### src/rtl/bis_pkg.sv
// bis_pkg: shared constants, codes and types for the bilinear image sampler
// no dependencies; imported by every module of the block

package bis_pkg;

	// fixed field widths
	localparam int ADDR_BITS      = 16;
	localparam int VALUE_BITS     = 16;
	localparam int COORD_BITS     = 18;
	localparam int FRAC_BITS      = 16;
	localparam int RESULT_BITS    = 32;
	localparam int CFG_BITS       = 9;
	localparam int CFG_INDEX_BITS = 1;
	localparam int STORE_DEPTH    = 1 << ADDR_BITS;

	// parameter defaults
	localparam int DEF_MAX_WIDTH  = 256;
	localparam int DEF_MAX_HEIGHT = 256;
	localparam int DEF_PIXEL_BITS = 16;

	// queue sizes
	localparam int CMD_DEPTH   = 4;
	localparam int OUT_DEPTH   = 2;
	localparam int CREDIT_BITS = $clog2(OUT_DEPTH + 1);

	// configuration register reset and indexes
	localparam logic [CFG_BITS-1:0]       CFG_SIZE_RESET = 9'd256;
	localparam logic [CFG_INDEX_BITS-1:0] REG_WIDTH      = 1'b0;
	localparam logic [CFG_INDEX_BITS-1:0] REG_HEIGHT     = 1'b1;

	// request opcodes
	localparam logic OP_WRITE = 1'b0;
	localparam logic OP_QUERY = 1'b1;

	// command kinds between front and back
	localparam logic [1:0] KIND_WRITE = 2'd0;
	localparam logic [1:0] KIND_QUERY = 2'd1;
	localparam logic [1:0] KIND_ZERO  = 2'd2;

	typedef struct packed {
		logic [1:0]           kind;
		logic [ADDR_BITS-1:0] addr0;   // write address, or base of upper row
		logic [ADDR_BITS-1:0] addr1;   // base of lower row
		logic [ADDR_BITS-1:0] col0;
		logic [ADDR_BITS-1:0] col1;
		logic [VALUE_BITS-1:0] data;
		logic [FRAC_BITS-1:0] frac_x;
		logic [FRAC_BITS-1:0] frac_y;
	} cmd_t;

	typedef struct packed {
		logic                   busy;
		logic                   pop;
		logic                   overflow;
		logic [CREDIT_BITS-1:0] credits;
	} bis_status_t;

endpackage

### src/rtl/bis_queue.sv
// bis_queue: small register fifo with valid/ready on both sides
// depends on bis_pkg for default sizes

module bis_queue import bis_pkg::*; #(
	parameter int DATA_BITS = RESULT_BITS + 1,
	parameter int DEPTH     = CMD_DEPTH
) (
	input  logic                 clk,
	input  logic                 arst_n,
	input  logic                 push_valid,
	output logic                 push_ready,
	input  logic [DATA_BITS-1:0] push_data,
	output logic                 pop_valid,
	input  logic                 pop_ready,
	output logic [DATA_BITS-1:0] pop_data
);

	localparam int PTR_BITS = (DEPTH > 1) ? $clog2(DEPTH) : 1;
	localparam int CNT_BITS = $clog2(DEPTH + 1);

	logic [DATA_BITS-1:0] slot_q [DEPTH];
	logic [PTR_BITS-1:0]  wr_ptr_q, rd_ptr_q;
	logic [CNT_BITS-1:0]  count_q;
	logic                 push, pop;

	assign push_ready = (count_q < CNT_BITS'(DEPTH));
	assign pop_valid  = (count_q != '0);
	assign push       = push_valid && push_ready;
	assign pop        = pop_valid && pop_ready;
	assign pop_data   = slot_q[rd_ptr_q];

	always_ff @(posedge clk or negedge arst_n) begin
		if (!arst_n) begin
			wr_ptr_q <= '0;
			rd_ptr_q <= '0;
			count_q  <= '0;
		end else begin
			if (push) begin
				wr_ptr_q <= (wr_ptr_q == PTR_BITS'(DEPTH - 1)) ? '0 : wr_ptr_q + PTR_BITS'(1);
			end
			if (pop) begin
				rd_ptr_q <= (rd_ptr_q == PTR_BITS'(DEPTH - 1)) ? '0 : rd_ptr_q + PTR_BITS'(1);
			end
			case ({push, pop})
				2'b10:   count_q <= count_q + CNT_BITS'(1);
				2'b01:   count_q <= count_q - CNT_BITS'(1);
				default: count_q <= count_q;
			endcase
		end
	end

	always_ff @(posedge clk) begin
		if (push) begin
			slot_q[wr_ptr_q] <= push_data;
		end
	end

endmodule

### config.mk
export PLATFORM = sky130hd
export DESIGN_NAME = bis_queue
export DESIGN_NICKNAME = d
export VERILOG_FILES = /design/src/rtl/bis_pkg.sv /design/src/rtl/bis_queue.sv
export SDC_FILE = /design/constraint.sdc
export NUM_CORES = 1
export LEC_CHECK = 0
export ABC_AREA = 1
export BUFFER_PORTS_ARGS = -buffer_cell sky130_fd_sc_hd__buf_4
export CAP_MARGIN = 10
export CORE_MARGIN = 5
export CORE_UTILIZATION = 58
export CTS_CLUSTER_SIZE = 20
export DETAILED_ROUTE_END_ITERATION = 8
export HOLD_SLACK_MARGIN = 0.12
export PLACE_DENSITY = 0.76
export REMOVE_ABC_BUFFERS = 1
export SETUP_SLACK_MARGIN = 0.5
export SYNTH_ARGS = -nofsm -noshare
export SYNTH_HDL_FRONTEND = slang
export SYNTH_SLANG_ARGS = --single-unit
### constraint.sdc
create_clock -name clk -period 3.21 [get_ports clk]
set_input_delay 0.321 -clock clk [delete_from_list [all_inputs] [get_ports clk]]
set_output_delay 0.321 -clock clk [all_outputs]
set_load 0.005 [all_outputs]
==> metrics.cfg <==
[outcome]
run_status = complete, no violations

[timing]
hold_viol_final = 0
period_minus_slack_ns = 2.50
setup_slack_ns = 0.706
fmax_ghz = 0.399
relSlewSlack_pct = 28.1
setup_viol = 0
worst_slew_pin_slew_ns = 1.08
min_period_over_period_pct = 78.0
fin_skew_ns = 0.00713
finalMaxSlewViolations = 0
grt_setup_unrepaired = no

[logic_synthesis]
yosys.area.top_type = edfxtp_1
ys_warn_count = 0
ys_types = 19
synth_area_leaders = edfxtp_1 67%, o211ai_2 7.0%, nand2_1 5.8%
synthCells = 441
synth_area_per_cell_um2 = 13.4
synth_seq_cells = 139
ys_seq_area_share_pct = 70.0
syn_area_mm2 = 0.00592
netlist.area_leader.share_pct = 67.0

[flow_run]
maxCapViolCount = 0

[floorplanning]
die_h_um = 111
die-width_um = 111
core.rowCount = 36
io_pins = 72
dieArea_mm2 = 0.0123
start_util_pct = 60.0
core_mm2 = 0.00986

[power]
sw_frac_of_total_pct = 31.4
power_frac_comb_pct = 32.2
p_per_area_mw_per_mm2 = 890
p_clk_share_pct = 30.4
seqPwrFrac_pct = 37.4
p_switching_mw = 2.09
intPower_mw = 4.58
power.total_mw = 6.67
leakage_nw = 3.05
vdd_drop_max_uv = 454

[setup_path]
slowest_stage = dfrtp_4
critPathLaunchType = flip-flop
r2r_cells = 4
crit_required_ns = 2.89
startpoint = rd_ptr_q[0]
worst_r2r_startpoint = count_q[2]
crit_buf_inv = 2
critPathMaxStageDelay_ns = 0.76
cp_max_fo = 40
path_cells = buf_4 > nand2_1 > o211ai_2 > nand2_1 > buf_4
critPathTopFamily = flip-flops
arrival_ns = 2.18
end_kind = output port
critical_path_depth = 5
path_class = flip-flop to output port

[global_routing]
track_usage_pct = 19.8
overflow = 0
antenna_found_initial = 0
grt_pass1_wl_mm = 18.8
grt_max_degree = 63
grt_pass1_vias = 3782

[routing]
post-route-drc-count = 0
vias = 3568
firstDrtPassIters = 4
drtAntennaViolNets = 0
avgViaCountPerCell = 5.13
drt_wl_total_mm = 11.5
wire_per_inst_um = 16.6
drt_iter0_drc = 255

[clock_tree]
cts_buffers = 17
cts_post_setup_buffers_inserted = 0
htree_levels = 4
cts_root_buffer = clkbuf_8
clk_pin_slew_worst_paths_ns = 0.06
clk_latency_ns = 0.52
cts_tree = done
cts.sink_count = 139
cts_buffer_depth = 2

[placement]
port_buffers = 71
hpwlAfterDp_mm = 6.63
place_congestion = 0.776
place_ws_ns = 1.06

[min_path]
worst_hold_path_type = input port to async pin

[layout]
fillerInstances = 593
diodes = 0
syn2layout_area_growth_pct = 26.7
nNetsFinal = 594
drive_gt1_share_pct = 29.3

-- stage by stage --
stage	setup TNS, ns	util (%)	hold slack [ns]	instance area, µm²	std cells
floorplan	-18.97	-	0.0254	5740	419
global placement	0	66.2	0.140	6530	629
detailed placement	0	66.2	0.142	6530	629
CTS	0	76.0	0.128	7500	696
global route	0	76.0	0.161	7500	696
finish	0	76.0	0.152	7500	696
-- worst reg2reg max path: cells and delay by family (launching register included) --
| kind | cells | cell delay (ns) |
|---|---|---|
| buffers and inverters | 2 | 0.39 |
| flip-flops | 1 | 0.38 |
| AND/OR/NAND/NOR | 2 | 1.07 |
-- final cells by class --
class | instances | area, µm² | share of cell area [%]
clock inverter | 13 | 199 | 2.65
clock buffer | 19 | 422 | 5.62
tap | 133 | 166 | 2.22
multi-input combinational | 200 | 1330 | 17.7
sequential | 139 | 4140 | 55.2
inverter | 80 | 300 | 4.00
timing repair buffer | 112 | 941 | 12.5
-- per-layer routing --
| metal | part of all wire (%) | track usage (%) |
|---|---|---|
| met1 | 40 | 22.5 |
| met2 | 54 | 35.6 |
| met3 | 4.6 | 5.84 |
| met4 | 1.6 | 6.90 |
| met5 | 0 | 0 |
-- state kept, by name (all words and copies together) (netlist names) --
signal	cells
slot_q	132
count_q	3
wr_ptr_q	2
rd_ptr_q	2
-- cells in the final DEF, fill, tap and decap left out, types with 3 or more instances in the layout --
cell type / count
inv_1: 78
nand2_2: 20
edfxtp_1: 132
dfrtp_1: 6
ha_1: 6
nor2_4: 4
nand3_1: 4
nand2_1: 92
clkinvlp_4: 3
dlygate4sd3_1: 35
o211ai_2: 33
o211ai_1: 33
bufinv_16: 5
clkbuf_16: 16
buf_4: 76
-- repair_timing --
| item | 4_1_cts | 5_1_grt |
|---|---|---|
| endpoints found under the hold margin | 141 | 0 |
| hold buffers | 35 | 0 |
| resized for setup | 0 | 0 |
-- final timing paths --
kind / endpoint / slack (ns)
worst max-delay path: pop_data[0] / 0.71
worst min-delay path: rd_ptr_q[1] / 0.15
worst max register to register: slot_q[0][16] / 1.07
worst min register to register: count_q[0] / 0.49
max in group asynchronous: rd_ptr_q[0] / 2.92
min in group clk: wr_ptr_q[0] / 0.45
-- synthesized netlist by cell type, drive strengths merged --
cell	count
nand4	1
fa	1
nor2	6
dfrtp	7
ha	6
inv	80
nand2	112
buf	22
nand3	4
a21oi	1
o21ai	2
xnor2	1
o211ai	66
edfxtp	132
-- cells by family after synthesis --
kind of cell               synth area share, %
and+or+nand+nor                           8.78
AOI/OAI and AO/OA                         11.4
adders and majority gates                 1.61
DFF                                       70.0
buffers and inverters                     8.10
xor gates and xnor gates                 0.148
-- power by group through the flow --
stage / Clock (mW) / Combinational [mW] / Sequential (mW)
after CTS: 2.05 / 2.18 / 2.50
after detailed placement: 0 / 2.12 / 2.53
after floorplan: 0 / 1.05 / 2.67
final: 2.03 / 2.15 / 2.50
after global placement: 0 / 2.07 / 2.52
after global routing: 2.15 / 2.38 / 2.53
(Power assumes the default switching activity.)
