--- src/rtl/bis_pkg.sv ---
// bis_pkg: shared constants, codes and types for the bilinear image sampler
// no dependencies; imported by every module of the block

package bis_pkg;

	// fixed field widths
	localparam int ADDR_BITS      = 16;
	localparam int VALUE_BITS     = 16;
	localparam int COORD_BITS     = 18;
	localparam int FRAC_BITS      = 16;
	localparam int RESULT_BITS    = 32;
	localparam int CFG_BITS       = 9;
	localparam int CFG_INDEX_BITS = 1;
	localparam int STORE_DEPTH    = 1 << ADDR_BITS;

	// parameter defaults
	localparam int DEF_MAX_WIDTH  = 256;
	localparam int DEF_MAX_HEIGHT = 256;
	localparam int DEF_PIXEL_BITS = 16;

	// queue sizes
	localparam int CMD_DEPTH   = 4;
	localparam int OUT_DEPTH   = 2;
	localparam int CREDIT_BITS = $clog2(OUT_DEPTH + 1);

	// configuration register reset and indexes
	localparam logic [CFG_BITS-1:0]       CFG_SIZE_RESET = 9'd256;
	localparam logic [CFG_INDEX_BITS-1:0] REG_WIDTH      = 1'b0;
	localparam logic [CFG_INDEX_BITS-1:0] REG_HEIGHT     = 1'b1;

	// request opcodes
	localparam logic OP_WRITE = 1'b0;
	localparam logic OP_QUERY = 1'b1;

	// command kinds between front and back
	localparam logic [1:0] KIND_WRITE = 2'd0;
	localparam logic [1:0] KIND_QUERY = 2'd1;
	localparam logic [1:0] KIND_ZERO  = 2'd2;

	typedef struct packed {
		logic [1:0]           kind;
		logic [ADDR_BITS-1:0] addr0;   // write address, or base of upper row
		logic [ADDR_BITS-1:0] addr1;   // base of lower row
		logic [ADDR_BITS-1:0] col0;
		logic [ADDR_BITS-1:0] col1;
		logic [VALUE_BITS-1:0] data;
		logic [FRAC_BITS-1:0] frac_x;
		logic [FRAC_BITS-1:0] frac_y;
	} cmd_t;

	typedef struct packed {
		logic                   busy;
		logic                   pop;
		logic                   overflow;
		logic [CREDIT_BITS-1:0] credits;
	} bis_status_t;

endpackage

--- src/rtl/bis_front.sv ---
// bis_front: accepts requests, scales coordinates and builds back-end commands
// depends on bis_pkg (cmd_t, codes, field widths)

module bis_front import bis_pkg::*; #(
	parameter int MAX_WIDTH  = DEF_MAX_WIDTH,
	parameter int MAX_HEIGHT = DEF_MAX_HEIGHT
) (
	input  logic                         clk,
	input  logic                         arst_n,
	input  logic [CFG_BITS-1:0]          image_width,
	input  logic [CFG_BITS-1:0]          image_height,
	input  logic                         req_valid,
	output logic                         req_ready,
	input  logic                         opcode,
	input  logic [ADDR_BITS-1:0]         pixel_address,
	input  logic [VALUE_BITS-1:0]        pixel_value,
	input  logic signed [COORD_BITS-1:0] coord_x,
	input  logic signed [COORD_BITS-1:0] coord_y,
	output logic                         cmd_valid,
	input  logic                         cmd_ready,
	output cmd_t                         cmd
);

	localparam int WB   = $clog2(MAX_WIDTH + 1);
	localparam int HB   = $clog2(MAX_HEIGHT + 1);
	localparam int CMPW = (CFG_BITS > WB) ? CFG_BITS : WB;
	localparam int CMPH = (CFG_BITS > HB) ? CFG_BITS : HB;
	localparam int XB   = FRAC_BITS + WB;
	localparam int YB   = FRAC_BITS + HB;
	localparam int RB   = HB + WB;

	logic [WB-1:0] w_eff;
	logic [HB-1:0] h_eff;
	logic          inr;
	logic [XB-1:0] xs_prod;
	logic [YB-1:0] ys_prod;

	logic                  valid_s1;
	logic                  op_s1;
	logic                  inr_s1;
	logic [ADDR_BITS-1:0]  addr_s1;
	logic [VALUE_BITS-1:0] data_s1;
	logic [XB-1:0]         xs_s1;
	logic [YB-1:0]         ys_s1;

	logic [WB-1:0]        c0, c0p1, c1;
	logic [HB-1:0]        r0, r0p1;
	logic [RB-1:0]        base_prod;
	logic [ADDR_BITS-1:0] base0, base1;

	// size registers limited to 1..max
	always_comb begin
		if (image_width == '0) begin
			w_eff = WB'(1);
		end else if (CMPW'(image_width) > CMPW'(MAX_WIDTH)) begin
			w_eff = WB'(MAX_WIDTH);
		end else begin
			w_eff = WB'(image_width);
		end
		if (image_height == '0) begin
			h_eff = HB'(1);
		end else if (CMPH'(image_height) > CMPH'(MAX_HEIGHT)) begin
			h_eff = HB'(MAX_HEIGHT);
		end else begin
			h_eff = HB'(image_height);
		end
	end

	assign inr = (coord_x[COORD_BITS-1:FRAC_BITS] == '0) &&
	             (coord_y[COORD_BITS-1:FRAC_BITS] == '0);
	assign xs_prod = XB'(coord_x[FRAC_BITS-1:0]) * XB'(w_eff);
	assign ys_prod = YB'(coord_y[FRAC_BITS-1:0]) * YB'(h_eff);

	assign req_ready = !valid_s1 || cmd_ready;
	assign cmd_valid = valid_s1;

	always_ff @(posedge clk or negedge arst_n) begin
		if (!arst_n) begin
			valid_s1 <= 1'b0;
		end else if (req_ready) begin
			valid_s1 <= req_valid;
		end
	end

	always_ff @(posedge clk) begin
		if (req_valid && req_ready) begin
			op_s1   <= opcode;
			inr_s1  <= inr;
			addr_s1 <= pixel_address;
			data_s1 <= pixel_value;
			xs_s1   <= xs_prod;
			ys_s1   <= ys_prod;
		end
	end

	// neighbour columns and row bases, clamped at the right and lower edge
	assign c0        = xs_s1[XB-1:FRAC_BITS];
	assign c0p1      = c0 + WB'(1);
	assign c1        = (c0p1 < w_eff) ? c0p1 : c0;
	assign r0        = ys_s1[YB-1:FRAC_BITS];
	assign r0p1      = r0 + HB'(1);
	assign base_prod = RB'(r0) * RB'(w_eff);
	assign base0     = ADDR_BITS'(base_prod);
	assign base1     = (r0p1 < h_eff) ? base0 + ADDR_BITS'(w_eff) : base0;

	always_comb begin
		cmd.addr1  = base1;
		cmd.col0   = ADDR_BITS'(c0);
		cmd.col1   = ADDR_BITS'(c1);
		cmd.data   = data_s1;
		cmd.frac_x = xs_s1[FRAC_BITS-1:0];
		cmd.frac_y = ys_s1[FRAC_BITS-1:0];
		if (op_s1 == OP_WRITE) begin
			cmd.kind  = KIND_WRITE;
			cmd.addr0 = addr_s1;
		end else begin
			cmd.kind  = inr_s1 ? KIND_QUERY : KIND_ZERO;
			cmd.addr0 = base0;
		end
	end

endmodule

--- config.mk ---
export PLATFORM = sky130hd
export DESIGN_NAME = bis_front
export DESIGN_NICKNAME = d
export VERILOG_FILES = /design/src/rtl/bis_pkg.sv /design/src/rtl/bis_front.sv
export SDC_FILE = /design/constraint.sdc
export NUM_CORES = 1
export LEC_CHECK = 0
export BUFFER_PORTS_ARGS = -buffer_cell sky130_fd_sc_hd__buf_4
export CORE_AREA = 2 2 142 213
export CTS_BUF_LIST = sky130_fd_sc_hd__clkbuf_4
export CTS_CLUSTER_SIZE = 8
export DETAILED_ROUTE_END_ITERATION = 10
export DIE_AREA = 0 0 144 215
export GPL_ROUTABILITY_DRIVEN = 0
export PLACE_DENSITY = 0.8
export SETUP_SLACK_MARGIN = 0.1
export SYNTH_ARGS = -nofsm -noshare
export SYNTH_HDL_FRONTEND = slang
export SYNTH_SLANG_ARGS = --single-unit
--- constraint.sdc ---
create_clock -name clk -period 7.8 [get_ports clk]
set_clock_uncertainty 0.15 [all_clocks]
set_input_delay 1.56 -clock clk [delete_from_list [all_inputs] [get_ports clk]]
set_output_delay 1.56 -clock clk [all_outputs]
set_load 0.01 [all_outputs]
==> impl_metrics.xml, run 1 <==
<?xml version="1.0" encoding="UTF-8"?>
<metrics>
  <group name="placement">
    <metric name="place_inst" unit="">2364</metric>
    <metric name="place_hpwl" unit="mm">32.8</metric>
    <metric name="io_buffer_count" unit="">192</metric>
  </group>
  <group name="routing">
    <metric name="routed_wire_length_per_instance" unit="um">17.5</metric>
    <metric name="route.detailed.drc" unit="">0</metric>
    <metric name="routed_via_density" unit="">5.48</metric>
    <metric name="detail_route.iter0.violations" unit="">669</metric>
    <metric name="drt.antenna.violating_nets" unit="">0</metric>
    <metric name="num_vias" unit="">13156</metric>
    <metric name="wl" unit="mm">42.1</metric>
    <metric name="detailedRoute.firstPassIterationCount" unit="">5</metric>
  </group>
  <group name="critical_path">
    <metric name="worstPathMaxFanout" unit="">5</metric>
    <metric name="cp.arrival" unit="ps">6670</metric>
    <metric name="setup.worst_path.start" unit="">image_width[4]</metric>
    <metric name="endpoint_of_the_most_critical_register_to_register_path" unit="">ys_s1[0]</metric>
    <metric name="critPathCaptureType" unit="">output port</metric>
    <metric name="timing.critical_path.required" unit="ps">6090</metric>
    <metric name="flop_to_flop_setup_slack" unit="ps">5590</metric>
    <metric name="r2r.worst_path.cells" unit="">3</metric>
    <metric name="path_class" unit="">input pin to output port</metric>
    <metric name="crit_path_start_kind" unit="">input pin</metric>
    <metric name="launch_instance_of_the_worst_register_to_register_path" unit="">cmd_valid</metric>
  </group>
  <group name="synthesis">
    <metric name="synth.largest_area_cell" unit="">fa_1</metric>
    <metric name="dominantRegCellSynth" unit="">edfxtp_1</metric>
    <metric name="synth_edf_count" unit="">84</metric>
    <metric name="synth.mux.area_fraction" unit="%">1.18</metric>
    <metric name="most_area_consuming_cells_after_synthesis" unit="">fa_1 31%, edfxtp_1 16%, ha_1 11%</metric>
    <metric name="synth_area_per_cell" unit="sq um">9.00</metric>
    <metric name="synthAdderAreaFrac" unit="%">42.1</metric>
    <metric name="synth.yosys.seq_area_share" unit="%">15.8</metric>
    <metric name="yosys_warnings" unit="">0</metric>
    <metric name="netlist_top_cells_count" unit="">379 x inv_1, 281 x nand2_1, 248 x fa_1</metric>
    <metric name="yosys.area_share.xor_xnor" unit="%">3.90</metric>
    <metric name="synth-seq-cells" unit="">85</metric>
    <metric name="post_synth_instance_area" unit="sq um">16100</metric>
    <metric name="synth.distinct_cells" unit="">79</metric>
    <metric name="synth_compound_area_share" unit="%">8.42</metric>
    <metric name="largest_family_of_logic_cells_by_synthesized_area" unit="">adder cells</metric>
    <metric name="async_flop_share" unit="%">1.18</metric>
    <metric name="synthCells" unit="">1794</metric>
    <metric name="yosysMostFrequentCell" unit="">inv_1</metric>
    <metric name="synthDominantCellAreaShare" unit="%">30.8</metric>
    <metric name="yosys.area_share.simple" unit="%">16.5</metric>
  </group>
  <group name="clock_network">
    <metric name="clkLatencyLatePin" unit="ps">540</metric>
    <metric name="maximum_buffer_depth_of_the_clock_tree" unit="">2</metric>
    <metric name="cts_root_buf" unit="">clkbuf_4</metric>
    <metric name="tritoncts" unit="">done</metric>
    <metric name="clk_pin_slew" unit="ps">170</metric>
    <metric name="number_of_clock_sinks_seen_by_cts" unit="">85</metric>
    <metric name="h-tree-depth" unit="">3</metric>
    <metric name="cts_hold_repair.buffers" unit="">0</metric>
    <metric name="cts_made_buffers" unit="">9</metric>
  </group>
  <group name="global_routing">
    <metric name="initial_antenna_violation_count" unit="">2</metric>
    <metric name="pin_count_of_the_biggest_net_entering_global_routing" unit="">56</metric>
    <metric name="grt_first_pass_wirelength" unit="mm">66.8</metric>
    <metric name="grt_pass1_vias" unit="">13926</metric>
    <metric name="gr-usage-all-layers" unit="%">27.5</metric>
    <metric name="sum_of_overflow_across_all_layers_after_global_routing" unit="">0</metric>
  </group>
  <group name="sta">
    <metric name="finalWorstPathRequiredPeriod" unit="ps">8380</metric>
    <metric name="finalHoldViolations" unit="">0</metric>
    <metric name="post-route-worst-setup-slack" unit="ps">-578</metric>
    <metric name="final_min_period_over_clock_period" unit="%">107</metric>
    <metric name="worst_pin_slew" unit="ps">964</metric>
    <metric name="rsz0062_at_grt" unit="">yes</metric>
    <metric name="max-slew-margin-rel" unit="%">35.6</metric>
    <metric name="timing_max_transition_violations_final" unit="">0</metric>
    <metric name="totalNegativeSetupSlack" unit="ps">-5960</metric>
    <metric name="fmax" unit="MHz">119</metric>
    <metric name="setup-violations-final" unit="">17</metric>
  </group>
  <group name="flow_run">
    <metric name="cap_violations" unit="">0</metric>
  </group>
  <group name="power">
    <metric name="leakagePower" unit="nW">9.65</metric>
    <metric name="design_power_total" unit="W">0.00601</metric>
    <metric name="pwr_density_cell" unit="nW/um^2">315</metric>
    <metric name="max-vdd-ir-drop" unit="mV">0.229</metric>
  </group>
  <group name="min_path">
    <metric name="min_delay_worst_endpoint" unit="">cmd_valid</metric>
    <metric name="worstHoldStart" unit="">cmd_valid</metric>
    <metric name="hold_path.class" unit="">flop to flop</metric>
    <metric name="whs_path_depth" unit="">2</metric>
  </group>
  <group name="floorplan">
    <metric name="die_h" unit="um">215</metric>
    <metric name="area_of_the_die" unit="sq um">31000</metric>
    <metric name="start_util" unit="%">55.3</metric>
    <metric name="placeableCoreArea" unit="sq um">29200</metric>
    <metric name="io_pins" unit="">207</metric>
    <metric name="floorplan.die.width" unit="um">144</metric>
    <metric name="fp-row-count" unit="">77</metric>
  </group>
  <group name="final_layout">
    <metric name="fraction_of_final_layout_cells_sized_beyond_drive_strength_1" unit="%">21.6</metric>
    <metric name="flow.area_growth_from_synthesis" unit="%">18.3</metric>
    <metric name="number_of_nets_in_the_layout" unit="">2483</metric>
    <metric name="fin_cells" unit="">2400</metric>
    <metric name="layout.core_utilization" unit="%">65.4</metric>
  </group>
  <group name="run_status">
    <metric name="run_status" unit="">complete, but fails checks</metric>
    <metric name="failing_checks" unit="">negative setup slack</metric>
  </group>
</metrics>
==> cell type report <==
type	count	area, sq um
Clock inverter	7	75.1
Multi-Input combinational cell	1233	12200
Antenna cell	3	7.51
Inverter	379	1420
Clock buffer	9	67.6
Tap cell	395	494
Sequential cell	85	2550
Fill cell	2292	10100
Timing Repair Buffer	289	2260
==> flip-flops by register name, indices dropped and copies added, names as in the netlist <==
name	count
inr_s1	1
addr_s1	16
data_s1	16
ys_s1	25
op_s1	1
xs_s1	25
cmd_valid	1
==> power breakdown <==
| group | leakage (nW) | total [W] | switching, W | internal [W] |
|---|---|---|---|---|
| Clock | 0.0749 | 0.000281 | 0.000206 | 0.0000755 |
| Combinational | 8.76 | 0.00497 | 0.00260 | 0.00236 |
| Sequential | 0.816 | 0.000762 | 0.000101 | 0.000661 |
==> critical path, stage by stage <==
cell       delay [ps]
buf_6             100
nor4_4            270
a21oi_2           130
nor2_4            180
buf_12            150
buf_4             130
and2_4            140
fa_1              420
ha_1              330
ha_1              210
inv_1              90
fa_1              450
inv_1             100
ha_2              190
inv_2              50
fa_2              450
xnor2_4           170
ha_4              300
o21ai_4            60
a21oi_2           170
o21ai_2           110
a211oi_4          340
o2111ai_2         160
xnor2_1           230
buf_4             160
==> what timing repair did <==
item                                    CTS  global route
setup buffers                             9             8
endpoints found under the setup margin   18            18
resized for setup                        63            33
pin swaps                                25            37
cloned                                    1             0
==> how the worst max path moves through the flow <==
stage / end
CTS: cmd[95]
global route: cmd[94]
detailed placement: cmd[94]
global placement: cmd[94]
finish: cmd[94]
floorplan: cmd[93]
==> per-stage QoR <==
| step | hold slack [ps] | area, sq um | setup WS, ps |
|---|---|---|---|
| global placement | 370 | 18300 | -294 |
| finish | 419 | 19100 | -578 |
| CTS | 427 | 18900 | -337 |
| detailed placement | 386 | 18300 | -478 |
| floorplan | 472 | 16300 | -35.1 |
| global route | 480 | 19100 | -699 |
==> layer usage <==
layer / up-vias / global-route usage, % / wire [um]
li1: 5918 / - / -
met3: 188 / 4.21 / 2440
met4: 0 / 14.9 / 2570
met2: 553 / 51.1 / 22900
met1: 6497 / 29.2 / 14200
met5: - / 0 / 0
==> logic make-up (layout without fill, tap and decap cells) <==
family,after synthesis,in the layout
mux,17,17
fa+ha+maj,395,395
xor+xnor,71,71
other cells,1,17
flops,85,85
buf+inv,489,684
simple gates,547,547
compound gates,189,189
==> cells in the final DEF (no fill, tap or decap), types with 20 or more instances in the layout <==
master    count
buf_4       275
ha_1        137
o21ai_0      26
fa_1        246
xnor2_1      45
nor2_1       25
a21oi_1      34
xor2_1       20
and2_1      129
inv_1       368
nand2_1     274
edfxtp_1     84
No activity file was read; power rests on OpenSTA's default activity.
==> run 2, diff against run 1 <==
ABC_AREA = 1   (was not set)
==> run 2 against run 1 <==
Against the previous run: the run still ends with negative setup slack left; sequential power is 1% lower; die area did not move; final cell count increased by 11%.
==> impl_metrics.xml, run 2 <==
<?xml version="1.0" encoding="UTF-8"?>
<metrics>
  <group name="global_routing">
    <metric name="grt_util_met2" unit="%">53.2</metric>
    <metric name="grt_first_pass_wirelength" unit="mm">70.1</metric>
    <metric name="grt_pass1_vias" unit="">15143</metric>
    <metric name="gr_util_met1" unit="%">29.5</metric>
    <metric name="pin_count_of_the_biggest_net_entering_global_routing" unit="">59</metric>
    <metric name="global_route.peak_usage_layer" unit="">met2</metric>
    <metric name="initial_antenna_violation_count" unit="">1</metric>
    <metric name="use_met3" unit="%">4.03</metric>
    <metric name="sum_of_overflow_across_all_layers_after_global_routing" unit="">0</metric>
    <metric name="gr-usage-all-layers" unit="%">29.1</metric>
  </group>
  <group name="synthesis">
    <metric name="post_synth_instance_area" unit="sq um">16100</metric>
    <metric name="synthDominantCellAreaShare" unit="%">30.8</metric>
    <metric name="synthAdderAreaFrac" unit="%">42.2</metric>
    <metric name="async_flop_share" unit="%">1.18</metric>
    <metric name="synth_edf_count" unit="">84</metric>
    <metric name="synth_area_per_cell" unit="sq um">7.98</metric>
    <metric name="synth.distinct_cells" unit="">47</metric>
    <metric name="synth.mux.area_fraction" unit="%">0</metric>
    <metric name="synth.largest_area_cell" unit="">fa_1</metric>
    <metric name="yosysMostFrequentCell" unit="">inv_1</metric>
    <metric name="synth-seq-cells" unit="">85</metric>
    <metric name="largest_family_of_logic_cells_by_synthesized_area" unit="">adder cells</metric>
    <metric name="yosys.area_share.xor_xnor" unit="%">3.53</metric>
    <metric name="most_area_consuming_cells_after_synthesis" unit="">fa_1 31%, edfxtp_1 16%, ha_1 11%</metric>
    <metric name="synth_compound_area_share" unit="%">5.41</metric>
    <metric name="yosys.area_share.simple" unit="%">18.7</metric>
    <metric name="synth.yosys.seq_area_share" unit="%">15.8</metric>
    <metric name="dominantRegCellSynth" unit="">edfxtp_1</metric>
    <metric name="yosys_warnings" unit="">0</metric>
    <metric name="synthCells" unit="">2020</metric>
    <metric name="netlist_top_cells_count" unit="">480 x inv_1, 461 x nand2_1, 248 x fa_1</metric>
  </group>
  <group name="floorplan">
    <metric name="area_of_the_die" unit="sq um">31000</metric>
    <metric name="placeableCoreArea" unit="sq um">29200</metric>
    <metric name="io_pins" unit="">207</metric>
    <metric name="start_util" unit="%">55.2</metric>
    <metric name="fp-row-count" unit="">77</metric>
    <metric name="die_h" unit="um">215</metric>
    <metric name="floorplan.die.width" unit="um">144</metric>
  </group>
  <group name="sta">
    <metric name="timing_max_transition_violations_final" unit="">0</metric>
    <metric name="rsz0062_at_grt" unit="">yes</metric>
    <metric name="setup-violations-final" unit="">13</metric>
    <metric name="max-slew-margin-rel" unit="%">33.9</metric>
    <metric name="post-route-worst-setup-slack" unit="ps">-356</metric>
    <metric name="fmax" unit="MHz">123</metric>
    <metric name="final_min_period_over_clock_period" unit="%">105</metric>
    <metric name="totalNegativeSetupSlack" unit="ps">-3050</metric>
    <metric name="finalWorstPathRequiredPeriod" unit="ps">8160</metric>
    <metric name="worst_pin_slew" unit="ps">990</metric>
    <metric name="finalHoldViolations" unit="">0</metric>
  </group>
  <group name="critical_path">
    <metric name="critPathCaptureType" unit="">output port</metric>
    <metric name="worstPathMaxFanout" unit="">6</metric>
    <metric name="cp_common_cell" unit="">nand2_2</metric>
    <metric name="cp.arrival" unit="ps">6450</metric>
    <metric name="timing.critical_path.slowest_cell_delay" unit="ps">580</metric>
    <metric name="crit_path_start_kind" unit="">input pin</metric>
    <metric name="r2r.worst_path.cells" unit="">2</metric>
    <metric name="path_class" unit="">input pin to output port</metric>
    <metric name="timing.critical_path.required" unit="ps">6090</metric>
    <metric name="slowest_stage" unit="">fa_1</metric>
  </group>
  <group name="power">
    <metric name="pwr_density_cell" unit="nW/um^2">318</metric>
    <metric name="max-vdd-ir-drop" unit="mV">0.283</metric>
    <metric name="internal_power" unit="W">0.00296</metric>
    <metric name="seq_power_share" unit="%">12.3</metric>
    <metric name="share_comb_of_total_power" unit="%">83.4</metric>
    <metric name="leakagePower" unit="nW">10.4</metric>
    <metric name="p_sw_share" unit="%">51.7</metric>
    <metric name="switching_power" unit="W">0.00317</metric>
    <metric name="pwr-share-clk" unit="%">4.4</metric>
  </group>
  <group name="placement">
    <metric name="place_hpwl" unit="mm">36.0</metric>
    <metric name="place_inst" unit="">2615</metric>
    <metric name="io_buffer_count" unit="">192</metric>
  </group>
  <group name="routing">
    <metric name="routed_wire_length_per_instance" unit="um">17.0</metric>
    <metric name="routed_via_density" unit="">5.44</metric>
    <metric name="route.detailed.drc" unit="">0</metric>
    <metric name="detailedRoute.firstPassIterationCount" unit="">7</metric>
    <metric name="drt.antenna.violating_nets" unit="">0</metric>
    <metric name="num_vias" unit="">14451</metric>
    <metric name="wl" unit="mm">45.0</metric>
    <metric name="detail_route.iter0.violations" unit="">1038</metric>
  </group>
  <group name="final_layout">
    <metric name="fraction_of_final_layout_cells_sized_beyond_drive_strength_1" unit="%">20.4</metric>
    <metric name="final_cell_mix" unit="">460 x inv_1, 424 x nand2_1, 269 x buf_4</metric>
    <metric name="num-fill-cells" unit="">2383</metric>
    <metric name="seqCellArea" unit="sq um">2550</metric>
    <metric name="number_of_nets_in_the_layout" unit="">2739</metric>
    <metric name="largest_registers" unit="">xs_s1: 25 flops, ys_s1: 25 flops</metric>
    <metric name="layout.core_utilization" unit="%">66.0</metric>
    <metric name="fin_cells" unit="">2654</metric>
    <metric name="flow.area_growth_from_synthesis" unit="%">19.5</metric>
    <metric name="layout_commonest_cell" unit="">inv_1</metric>
    <metric name="multiInputGateArea" unit="sq um">11900</metric>
  </group>
  <group name="clock_network">
    <metric name="clk_pin_slew" unit="ps">150</metric>
    <metric name="h-tree-depth" unit="">3</metric>
    <metric name="maximum_buffer_depth_of_the_clock_tree" unit="">2</metric>
    <metric name="cts_root_buf" unit="">clkbuf_4</metric>
    <metric name="number_of_clock_sinks_seen_by_cts" unit="">85</metric>
    <metric name="clkLatencyLatePin" unit="ps">570</metric>
    <metric name="cts_made_buffers" unit="">9</metric>
    <metric name="tritoncts" unit="">done</metric>
    <metric name="cts_hold_repair.buffers" unit="">0</metric>
  </group>
  <group name="min_path">
    <metric name="hold_path.class" unit="">flop to flop</metric>
    <metric name="whs_path_depth" unit="">2</metric>
  </group>
  <group name="run_status">
    <metric name="run_status" unit="">complete, but fails checks</metric>
    <metric name="failing_checks" unit="">negative setup slack</metric>
  </group>
  <group name="flow_run">
    <metric name="cap_violations" unit="">0</metric>
  </group>
</metrics>
## run 2: changes by cell type in the layout (fill, tap and decap cells not counted), moves of 14 or more
cell     change
xnor2_1     -26
nor2b_1     -15
mux2_2      -14
nor2_1     +139
nand3_1     +21
nand2_2     +27
a21oi_1     +23
inv_1       +92
nand2_1    +150
xor2_1      +21
and2_1     -129
## run 2: power by group through the flow
stage	Combinational [W]	Sequential (W)	Clock [W]
floorplan	0.00278	0.000745	0
global placement	0.00424	0.000756	0
detailed placement	0.00435	0.000757	0
CTS	0.00451	0.000749	0.000275
global route	0.00558	0.000761	0.000289
finish	0.00511	0.000752	0.000269
## run 2: metrics by stage
stage	setup slack, ps	hold WS (ps)	power (W)	area (sq um)
2_1_floorplan	71.8	459	0.00353	16400
4_1_cts	-197	476	0.00554	18800
5_1_grt	-559	529	0.00663	19300
3_3_place_gp	-274	411	0.00500	18500
3_5_place_dp	-402	440	0.00511	18500
6_report	-356	472	0.00613	19300
## run 2: cell type report
type	instances	share of cell area (%)
Clock buffer	10	0.390
Inverter	491	9.62
Timing Repair Buffer	293	11.9
Multi-Input combinational cell	1373	62.0
Sequential cell	85	13.2
Antenna cell	1	0.0130
Clock inverter	6	0.240
Tap cell	395	2.57
## run 2: final timing paths
check / startpoint / slack [ps] / to
min: cmd_valid / 470 / cmd_valid
min in group asynchronous: arst_n / 580 / cmd_valid
max: image_width[5] / -360 / cmd[91]
max in group asynchronous: arst_n / 6840 / cmd_valid
max reg2reg: cmd_valid / 5270 / addr_s1[11]
min reg2reg: cmd_valid / 470 / cmd_valid
## run 2: timing repair
action / in CTS / in global routing
endpoints found under the setup margin: 17 / 17
buffers inserted: 11 / 14
gates resized for setup: 48 / 92
hold endpoints to repair: 0 / 0
pin swaps: 37 / 46
## run 2: logic make-up after synthesis
logic type | after synthesis
buffers and inverters | 575
and+or+nand+nor | 747
other | 1
DFF | 85
AOI/OAI and AO/OA | 152
xor gates and xnor gates | 65
adders and majority gates | 395
## run 2: layer usage
layer	part of all wire [%]	wire (um)
met5	0	0
met4	8.1	3670
met3	5.7	2560
met2	54	24100
met1	33	14700
## run 2: worst max-delay path: cells and delay by family
kind / cells / cell delay [ps]
xor gates and xnor gates: 1 / 180
buffers and inverters: 8 / 690
adders and majority gates: 6 / 2510
AOI/OAI and AO/OA: 1 / 260
and+or+nand+nor: 14 / 1220
